$ cat config.mk
export PLATFORM = sky130hd
export DESIGN_NAME = ctms_div
export DESIGN_NICKNAME = d
export VERILOG_FILES = /design/src/circular_token_match_score_macros.svh /design/src/ctms_pkg.sv /design/src/ctms_div.sv
export SDC_FILE = /design/constraint.sdc
export NUM_CORES = 1
export LEC_CHECK = 0
export ABC_CLOCK_PERIOD_IN_PS = 5910
export BUFFER_PORTS_ARGS = -buffer_cell sky130_fd_sc_hd__buf_2
export CORE_UTILIZATION = 30
export CTS_CLUSTER_SIZE = 8
export DETAILED_ROUTE_END_ITERATION = 7
export REMOVE_ABC_BUFFERS = 1
export SLEW_MARGIN = 30
export SYNTH_ARGS = -nofsm -noshare
export SYNTH_HDL_FRONTEND = slang
export SYNTH_SLANG_ARGS = --single-unit
$ cat constraint.sdc
create_clock -name clock -period 5.91 [get_ports clock]
set_input_delay 0.2955 -clock clock [delete_from_list [all_inputs] [get_ports clock]]
set_output_delay 0.2955 -clock clock [all_outputs]
set_load 0.01 [all_outputs]
$ cat src/circular_token_match_score_macros.svh
// Assertion helpers for the RTL.
`ifndef CIRCULAR_TOKEN_MATCH_SCORE_MACROS_SVH
`define CIRCULAR_TOKEN_MATCH_SCORE_MACROS_SVH

// Consequent holds in the same cycle as the antecedent.
`define CTMS_ASSERT_SAME(label, clk, rst, ante, cons, msg) \
   label: assert property (@(posedge clk) disable iff (rst) (ante) |-> (cons)) \
      else $error(msg);

// Consequent holds in the cycle after the antecedent.
`define CTMS_ASSERT_NEXT(label, clk, rst, ante, cons, msg) \
   label: assert property (@(posedge clk) disable iff (rst) (ante) |=> (cons)) \
      else $error(msg);

`endif

$ cat src/ctms_pkg.sv
package ctms_pkg;

   localparam int SYM_W   = 8;
   localparam int FRAC_W  = 16;
   localparam int RATIO_W = 17;
   localparam int COUNT_W = 9;

   localparam logic [1:0] FUNC_FIRST  = 2'd0;
   localparam logic [1:0] FUNC_SECOND = 2'd1;
   localparam logic [1:0] FUNC_RUN    = 2'd2;

   typedef struct packed {
      logic [1:0]       func;
      logic [SYM_W-1:0] symbol;
      logic             mode;
   } req_type;

   typedef struct packed {
      logic [RATIO_W-1:0] ratio;
      logic [COUNT_W-1:0] best_count;
      logic               empty_error;
   } rsp_type;

   typedef struct packed {
      logic             en;
      logic             second;
      logic [SYM_W-1:0] symbol;
   } wr_type;

   typedef struct packed {
      logic go;
      logic mode;
   } scan_go_type;

endpackage

$ cat src/ctms_div.sv
module ctms_div #(
   parameter int LEN_W = 9,
   localparam int DW    = LEN_W + ctms_pkg::FRAC_W,
   localparam int CNT_W = $clog2(DW + 1)
) (
   input  logic             clock,
   input  logic             reset,
   input  logic             start,
   input  logic [LEN_W-1:0] dividend,
   input  logic [LEN_W-1:0] divisor,
   output logic             done,
   output logic [DW-1:0]    quotient
);
   import ctms_pkg::*;

   typedef enum logic {D_IDLE, D_RUN} state_type;

   state_type        state_ff, state_in;
   logic             done_ff, done_in;
   logic [CNT_W-1:0] cnt_ff, cnt_in;
   logic [DW-1:0]    dvd_ff, dvd_in;
   logic [LEN_W-1:0] rem_ff, rem_in, div_ff, div_in;
   logic [LEN_W:0]   trial;
   logic             ge;

   // restoring division, one quotient bit per cycle shifted into the dividend register
   assign trial = {rem_ff, dvd_ff[DW-1]};
   assign ge    = trial >= {1'b0, div_ff};

   always_comb begin
      state_in = state_ff;
      done_in  = 1'b0;
      cnt_in   = cnt_ff;
      dvd_in   = dvd_ff;
      rem_in   = rem_ff;
      div_in   = div_ff;
      unique case (state_ff)
         D_IDLE: begin
            if (start) begin
               dvd_in   = {dividend, {FRAC_W{1'b0}}};
               rem_in   = '0;
               div_in   = divisor;
               cnt_in   = CNT_W'(DW);
               state_in = D_RUN;
            end
         end
         D_RUN: begin
            rem_in = ge ? LEN_W'(trial - {1'b0, div_ff}) : LEN_W'(trial);
            dvd_in = {dvd_ff[DW-2:0], ge};
            cnt_in = cnt_ff - CNT_W'(1);
            if (cnt_ff == CNT_W'(1)) begin
               done_in  = 1'b1;
               state_in = D_IDLE;
            end
         end
         default: state_in = D_IDLE;
      endcase
   end

   always_ff @(posedge clock) begin
      if (reset) begin
         state_ff <= D_IDLE;
         done_ff  <= 1'b0;
      end else begin
         state_ff <= state_in;
         done_ff  <= done_in;
      end
      cnt_ff <= cnt_in;
      dvd_ff <= dvd_in;
      rem_ff <= rem_in;
      div_ff <= div_in;
   end

   assign done     = done_ff;
   assign quotient = dvd_ff;

endmodule

==> results list, run 1 <==
- For this design, the sink count on the clock tree is 50.
* Crit path capture type: register
* DP Wirelength: 3020 µm
* Top cells by area, synth: sky130_fd_sc_hd__edfxtp_1 (60%), sky130_fd_sc_hd__ha_1 (5.7%), sky130_fd_sc_hd__mux2_2 (4.7%)
- Counting flops with a built-in enable in the synthesized netlist gives 48.
- Hold Path Sink: div_ff[1]$_DFFE_PP_
* Count of state elements after synthesis: 50
- The filler cells instantiated in the layout total 755.
- The share of the Yosys chip area taken by registers is 0.616.
- The startpoint identified for the worst register-to-register timing path is quotient[24]$_DFFE_PP_.
* Fin nets: 266
- For the pin with the worst max-slew slack, the measured transition is 0.525 ns.
- IO Port Bufs: 46
- Data on the critical path arrives at its endpoint at 2.68 ns.
- Number of global-route vias before repair: 1,490
- Most common cell after layout, fill and taps aside: sky130_fd_sc_hd__edfxtp_1
* Slack of the worst reg-to-reg path: 3.38 ns
- Based on the critical path, the design can be clocked at up to 395 MHz.
* Critical-path maximum fanout: 13
- Status: complete, no violations
- Final Hold Violating Endpoints: 0
- Number of top-level design ports: 47
- Crit Reg-Reg Endpoint: rem_ff[5]$_SDFFCE_PN0P_
- A synthesized cell averages 13.2 µm².
* Worst Reg-to-Reg Cells: 10
- On the worst path, the slowest cell contributes a delay of 0.43 ns.
- The floorplan step set the die height to 91.6 µm.
- Headroom to the max-slew limit came out at 0.649.
- Sum of negative setup slack: 0 ns
* Kind of launch point of the worst setup path: register
* Global routing met3 resource utilization: 0.0327
* Die outline area: 0.00838 mm²
- Cts bufs inserted: 5
- For this run, the leading register cell type out of synthesis is sky130_fd_sc_hd__edfxtp_1.
- The die is 91.6 µm wide.
- For this run, global-route usage on met1 was measured as 0.141.
* Period utilization: 0.429
- After the first detailed-routing iteration, the DRC count stood at 67.
* Routability-driven placement congestion ratio: 0.761
- In this run the post-CTS setup repair buffer count came out at 0.
- Overall power consumption after layout is estimated at 0.000832 W.
- Across all hold checks on the routed design, the worst slack comes to 0.159 ns.
- Setup violations remaining at the end of the flow were counted as 0.
- In this run, placement finished with an instance count of 328.
- The number of antenna diodes in the final layout is 0.
* Worst Setup Path Type: register to register
- After detailed routing, the average wire length per cell comes to 12.6 µm.
- Seq. cell area: 0.00148 mm²
- Cell repeated most along the worst path: sky130_fd_sc_hd__inv_1
* Async set or reset register ratio after synthesis: 0
* Minimum period implied by the final worst setup slack: 2.53 ns
* Synthesized area: 0.00241 mm²
- Lkg Pwr: 1.20 nW
* VDD IR-drop max: 0.176 mV
- Row count: 32
* Area of the multi-input gates: 837 µm²
* Number of levels the H-tree was split into: 2
* Number of resized instances in the post-cts repair step: 0
* Largest net degree at the start of global routing: 40
- The share of synthesized area in the top cell type comes to 0.599.
- Number of distinct library cell variants in the gate-level netlist after synthesis: 40
* Max-slew violations: 0
- Remaining antenna violation count after routing: 0
- Clock latency reported for the late side of the worst-skew pair: 0.30 ns
- After detailed routing, the number of remaining DRC violations is 0.
- Share of cells above drive strength 1: 0.312
* Required time worst endpoint: 6.05 ns
- CTS tree: done
- Combined global-route utilization of all metal layers: 0.108
- Grt ovf: 0
- Number of maximum-capacitance constraint violations: 0
* GRT Max-Usage Layer: met2
- Worst clock skew: 0.0149 ns
* Clock-pin slew on the worst setup and hold paths: 0.10 ns
- Synthesis produced 182 cells.
- On the critical path, the stage with the largest delay is an instance of sky130_fd_sc_hd__edfxtp_1.
- The routed design has 4240 µm of wire.
- The first global-routing pass estimated 7130 µm of wire.
* Post-route non-filler standard cell count: 336
- Type of the tightest min-delay check: input port to register
- For this configuration, the core starts out at a cell density of 0.311.
* Power density cells: 292 mW/mm²
* Unrepaired setup endpoints after global routing: no
* Total via count after detailed routing: 1,510
- Traced cell by cell, the critical path runs through inv_1 -> ha_1 -> inv_1 -> fa_1 -> a21o_1 -> a221oi_2 -> a31oi_1 -> buf_4 -> or2_1 -> a21oi_1.
- For this run, the detailed router's first-pass iteration total came to 4.
* Commonest cells after routing, fill and taps aside: sky130_fd_sc_hd__edfxtp_1 (48), sky130_fd_sc_hd__buf_2 (46), sky130_fd_sc_hd__inv_1 (16), sky130_fd_sc_hd__and2_1 (15), sky130_fd_sc_hd__ha_1 (11)
* Number of buffers on the longest clock path: 2
* Source of the worst hold timing path: divisor[1]
- sky130_fd_sc_hd__edfxtp_1 takes more of the synthesized area than any other cell.
- Ratio of routed vias to standard cells: 4.49
* Area added between synthesis and finish: 18.4%
- Hold path cells: 1
* Antenna violations before repair: 0
- The tree is rooted in a sky130_fd_sc_hd__clkbuf_8.
* Met2 GRT Util: 0.173
- Synth warnings: 0
- Cts-stage hold buffer count: 0
* Core region area: 0.00773 mm²
[synthesized netlist by cell type, types with 2 or more instances]
cell type	n
sky130_fd_sc_hd__inv_1	16
sky130_fd_sc_hd__nand3_1	5
sky130_fd_sc_hd__xnor2_1	5
sky130_fd_sc_hd__mux2i_1	4
sky130_fd_sc_hd__ha_1	11
sky130_fd_sc_hd__a211oi_2	2
sky130_fd_sc_hd__o21ai_0	5
sky130_fd_sc_hd__nor2_1	10
sky130_fd_sc_hd__a21o_1	4
sky130_fd_sc_hd__edfxtp_1	48
sky130_fd_sc_hd__dfxtp_1	2
sky130_fd_sc_hd__and3_1	3
sky130_fd_sc_hd__clkbuf_1	4
sky130_fd_sc_hd__a31oi_1	2
sky130_fd_sc_hd__and2_1	15
sky130_fd_sc_hd__nor3_1	2
sky130_fd_sc_hd__mux2_2	10
sky130_fd_sc_hd__nand2_1	5
sky130_fd_sc_hd__nor2b_1	3
sky130_fd_sc_hd__nor2_2	2
sky130_fd_sc_hd__a21oi_1	5
[area by class of cell]
cell class,count,share of cell area
multi-input combinational,110,0.294
clock inverter,3,0.00571
clock buffer,5,0.0242
tap,102,0.0448
timing repair buffer,49,0.0888
sequential,50,0.520
inverter,17,0.0224
[worst max-delay path: cells and delay by family (launching register included)]
family	cells	cell delay, ns
AOI/OAI and AO/OA	4	0.83
adders and majority gates	2	0.55
buffers and inverters	3	0.35
DFF	1	0.43
and+or+nand+nor	1	0.21
[metrics by stage]
| step | cell area, µm² | utilization | setup slack, ns |
|---|---|---|---|
| 6_report | 2850 | 0.369 | 3.38 |
| 5_1_grt | 2850 | 0.369 | 3.19 |
| 4_1_cts | 2850 | 0.368 | 3.39 |
| 3_5_place_dp | 2760 | 0.357 | 3.42 |
| 3_3_place_gp | 2760 | 0.357 | 3.50 |
| 2_1_floorplan | 2380 | - | 3.31 |
[power breakdown]
group          leakage, nW  total, W  switching, W  internal [W]
clock network       0.0416  0.000196      0.000114     0.0000814
logic                0.654  0.000189      0.000103     0.0000857
registers            0.507  0.000447     0.0000174      0.000430
total                 1.20  0.000832      0.000235      0.000597
[worst max-delay path by stage]
| stage | start | endpoint | slack [ns] |
|---|---|---|---|
| finish | quotient[24]$_DFFE_PP_ | rem_ff[5]$_SDFFCE_PN0P_ | 3.38 |
| global route | quotient[24]$_DFFE_PP_ | rem_ff[5]$_SDFFCE_PN0P_ | 3.19 |
| CTS | quotient[24]$_DFFE_PP_ | rem_ff[5]$_SDFFCE_PN0P_ | 3.39 |
| detailed placement | quotient[24]$_DFFE_PP_ | rem_ff[5]$_SDFFCE_PN0P_ | 3.42 |
| global placement | quotient[24]$_DFFE_PP_ | rem_ff[3]$_SDFFCE_PN0P_ | 3.50 |
| floorplan | quotient[24]$_DFFE_PP_ | rem_ff[7]$_SDFFCE_PN0P_ | 3.31 |
[registers in the layout (all words and copies together), names as in the netlist]
register and cells:
cnt_ff 5, div_ff 9, done 1, rem_ff 9, state_ff 1, quotient 25
[metal layers]
layer	share of wire	vias up
met5	0	-
met4	0.010	0
met3	0.046	4
met2	0.47	28
met1	0.48	713
li1	-	765
[kinds of logic (layout without fill, tap and decap cells)]
group,after synthesis,after routing,share of synthesized area
xor gates and xnor gates,5,5,0.0182
adders and majority gates,12,12,0.0655
muxes,14,14,0.0634
and+or+nand+nor,52,52,0.119
buffers and inverters,22,74,0.0374
AOI/OAI and AO/OA,27,27,0.0811
DFF,50,50,0.616
Power figures use the tool's default switching activity.
==> run 2, diff against run 1 <==
--- a/config.mk
+++ b/config.mk
@@ -5,7 +5,7 @@
 export SDC_FILE = /design/constraint.sdc
 export NUM_CORES = 1
 export LEC_CHECK = 0
-export ABC_CLOCK_PERIOD_IN_PS = 5910
+export ABC_CLOCK_PERIOD_IN_PS = 2400
 export BUFFER_PORTS_ARGS = -buffer_cell sky130_fd_sc_hd__buf_2
 export CORE_UTILIZATION = 30
 export CTS_CLUSTER_SIZE = 8
==> constraint.sdc (replaced) <==
create_clock -name clock -period 2.4 [get_ports clock]
set_input_delay 0.12 -clock clock [delete_from_list [all_inputs] [get_ports clock]]
set_output_delay 0.12 -clock clock [all_outputs]
set_load 0.01 [all_outputs]
==> results list, run 2 (synthesized netlist as in run 1, its figures left out) <==
- Slack of the worst reg-to-reg path: 0.004 ns
- In the global route stage, overall resource usage came out at 0.121.
* Final Hold Violating Endpoints: 0
- The core region is 0.00773 mm².
- For the finished layout, the period the worst path requires is 2.40 ns.
- The net count of the finished layout is 289.
- Entering global routing, the biggest net connects 40 pins.
- The via count of the first global-routing pass is 1,623.
- Crit path capture type: register
* Sum of negative setup slack: 0 ns
* Post-DR wirelength/cell: 13.1 µm
* Number of flip-flops under the largest register name: 25
- Final hold analysis gives a worst-case slack of 0.117 ns.
- Timing analysis after detailed placement gives a worst setup slack of 0.0118 ns.
- At the pin with the least slew margin, the transition time is 0.600 ns.
- Max-slew violations: 0
- The number of antenna diodes in the final layout is 0.
- VDD IR-drop max: 0.331 mV
- Number of top-level design ports: 47
- The filler cells instantiated in the layout total 728.
- IO Port Bufs: 46
* Share of cells above drive strength 1: 0.362
- The congestion estimate from routability-driven global placement came to 0.806.
* CTS root buffer: sky130_fd_sc_hd__clkbuf_8
* Detailed Route WL: 4710 µm
* Number of maximum-capacitance constraint violations: 0
* Number of clock sinks seen by CTS: 50
* Grt ovf: 0
- Period utilization: 0.998
* Critical Path Start: quotient[24]$_DFFE_PP_
- Number of buffers on the longest clock path: 2
- DP Wirelength: 3210 µm
- Seq. cell area: 0.00148 mm²
- The detail route stage leaves a number of antenna-violating nets equal to 0.
- The critical path in this run is classified as register to register.
- Clock latency reported for the late side of the worst-skew pair: 0.31 ns
- The endpoint identified for the worst register-to-register timing path is rem_ff[5]$_SDFFCE_PN0P_.
* Critical-path maximum fanout: 5
* Type of the tightest min-delay check: input port to register
* Worst clock skew: 0.0141 ns
- Residual DRC count: 0
- The H-tree was split into 2 levels.
- In this run the critical register-to-register path is launched from quotient[24]$_DFFE_PP_.
- The floorplan step set the die height to 91.6 µm.
- The first global-routing pass estimated 7740 µm of wire.
- The worst setup path is launched from a register.
* Cts bufs inserted: 5
- The first detailed-routing pass ran for 4 iterations.
- Power density cells: 701 mW/mm²
* Clock-pin slew on the worst setup and hold paths: 0.10 ns
- Relative max-transition margin: 0.600
- In this run the worst setup path terminates at rem_ff[5]$_SDFFCE_PN0P_.
* Hold path cells: 2
* Setup-violating endpoint count in the final report: 0
* Antenna violations before repair: 0
* CTS tree: done
* Unrepaired setup endpoints after global routing: yes
- Area added between synthesis and finish: 29.2%
- Max Clock Freq: 417 MHz
- The worst register-to-register path has a depth of 10.
- The top cell types in the final layout, fill and taps aside, are sky130_fd_sc_hd__edfxtp_1 (48), sky130_fd_sc_hd__buf_2 (47), sky130_fd_sc_hd__inv_1 (15), sky130_fd_sc_hd__and2_1 (15), sky130_fd_sc_hd__buf_4 (13).
- At the worst endpoint, the required time is 2.55 ns.
- Most common cell after layout, fill and taps aside: sky130_fd_sc_hd__edfxtp_1
- Die boundary width: 91.6 µm
- Across all setup checks in the final design, the least slack found is 0.00402 ns.
* Die outline area: 0.00838 mm²
- In this run the core area contains 32 standard-cell rows.
- Ratio of routed vias to standard cells: 4.52
- Status: complete, no violations
- For the worst setup path, the data arrival time is 2.54 ns.
- Lkg Pwr: 1.33 nW
- Total via count after detailed routing: 1,622
- In the final layout, the multi-input gates occupy 885 µm².
- Initial core utilization: 0.311
* 1st-iter DRT viols: 67
## run 2: where the power goes
part / switching (W) / leakage [nW] / internal (W)
clock: 0.000283 / 0.0452 / 0.000206
combinational: 0.000291 / 0.778 / 0.000290
sequential: 0.0000507 / 0.507 / 0.00106
## run 2: worst min path at each step
| stage | start | to | slack (ns) |
|---|---|---|---|
| 2_1_floorplan | reset | done$_SDFF_PP0_ | 0.19 |
| 5_1_grt | dividend[0] | quotient[16]$_DFFE_PP_ | 0.1 |
| 6_report | dividend[8] | quotient[24]$_DFFE_PP_ | 0.12 |
| 3_5_place_dp | divisor[4] | div_ff[4]$_DFFE_PP_ | 0.30 |
| 4_1_cts | dividend[2] | quotient[18]$_DFFE_PP_ | 0.1 |
| 3_3_place_gp | reset | done$_SDFF_PP0_ | 0.30 |
## run 2: cell type report
cell class | instances | area share
repair buffers | 72 | 0.149
flip-flops and latches | 50 | 0.477
inverters | 17 | 0.0205
well taps | 102 | 0.0411
multi-input cells | 110 | 0.285
clock buffers | 6 | 0.0233
clock inverters | 2 | 0.00443
## run 2: repair_timing
item	4_1_cts	5_1_grt
gates resized for setup	4	10
endpoints found under the hold margin	11	0
endpoints found under the setup margin	3	10
gates cloned	1	0
setup buffers	0	5
pin swaps	1	13
hold buffers	10	0
## run 2: worst max-delay path, stage by stage, from the launching register on
cell,delay (ns)
sky130_fd_sc_hd__edfxtp_1,0.40
sky130_fd_sc_hd__inv_1,0.07
sky130_fd_sc_hd__ha_2,0.17
sky130_fd_sc_hd__inv_2,0.04
sky130_fd_sc_hd__fa_2,0.36
sky130_fd_sc_hd__a21o_1,0.19
sky130_fd_sc_hd__a221oi_2,0.30
sky130_fd_sc_hd__a31oi_2,0.17
sky130_fd_sc_hd__buf_6,0.18
sky130_fd_sc_hd__or2_1,0.22
sky130_fd_sc_hd__a21oi_1,0.14
## run 2: per-stage QoR
step | total power, W | area (µm²) | util | cells
after floorplan | 0.00145 | 2380 | - | 177
after global placement | 0.00162 | 2830 | 0.366 | 335
after detailed placement | 0.00163 | 2830 | 0.366 | 335
after CTS | 0.00215 | 3030 | 0.392 | 354
after global routing | 0.00230 | 3110 | 0.402 | 359
final | 0.00218 | 3110 | 0.402 | 359
## run 2: metal layers
metal | routed length (µm) | GRT usage
met4 | 94 | 0.0595
met3 | 191 | 0.0327
met1 | 2130 | 0.155
met5 | 0 | 0
met2 | 2300 | 0.188
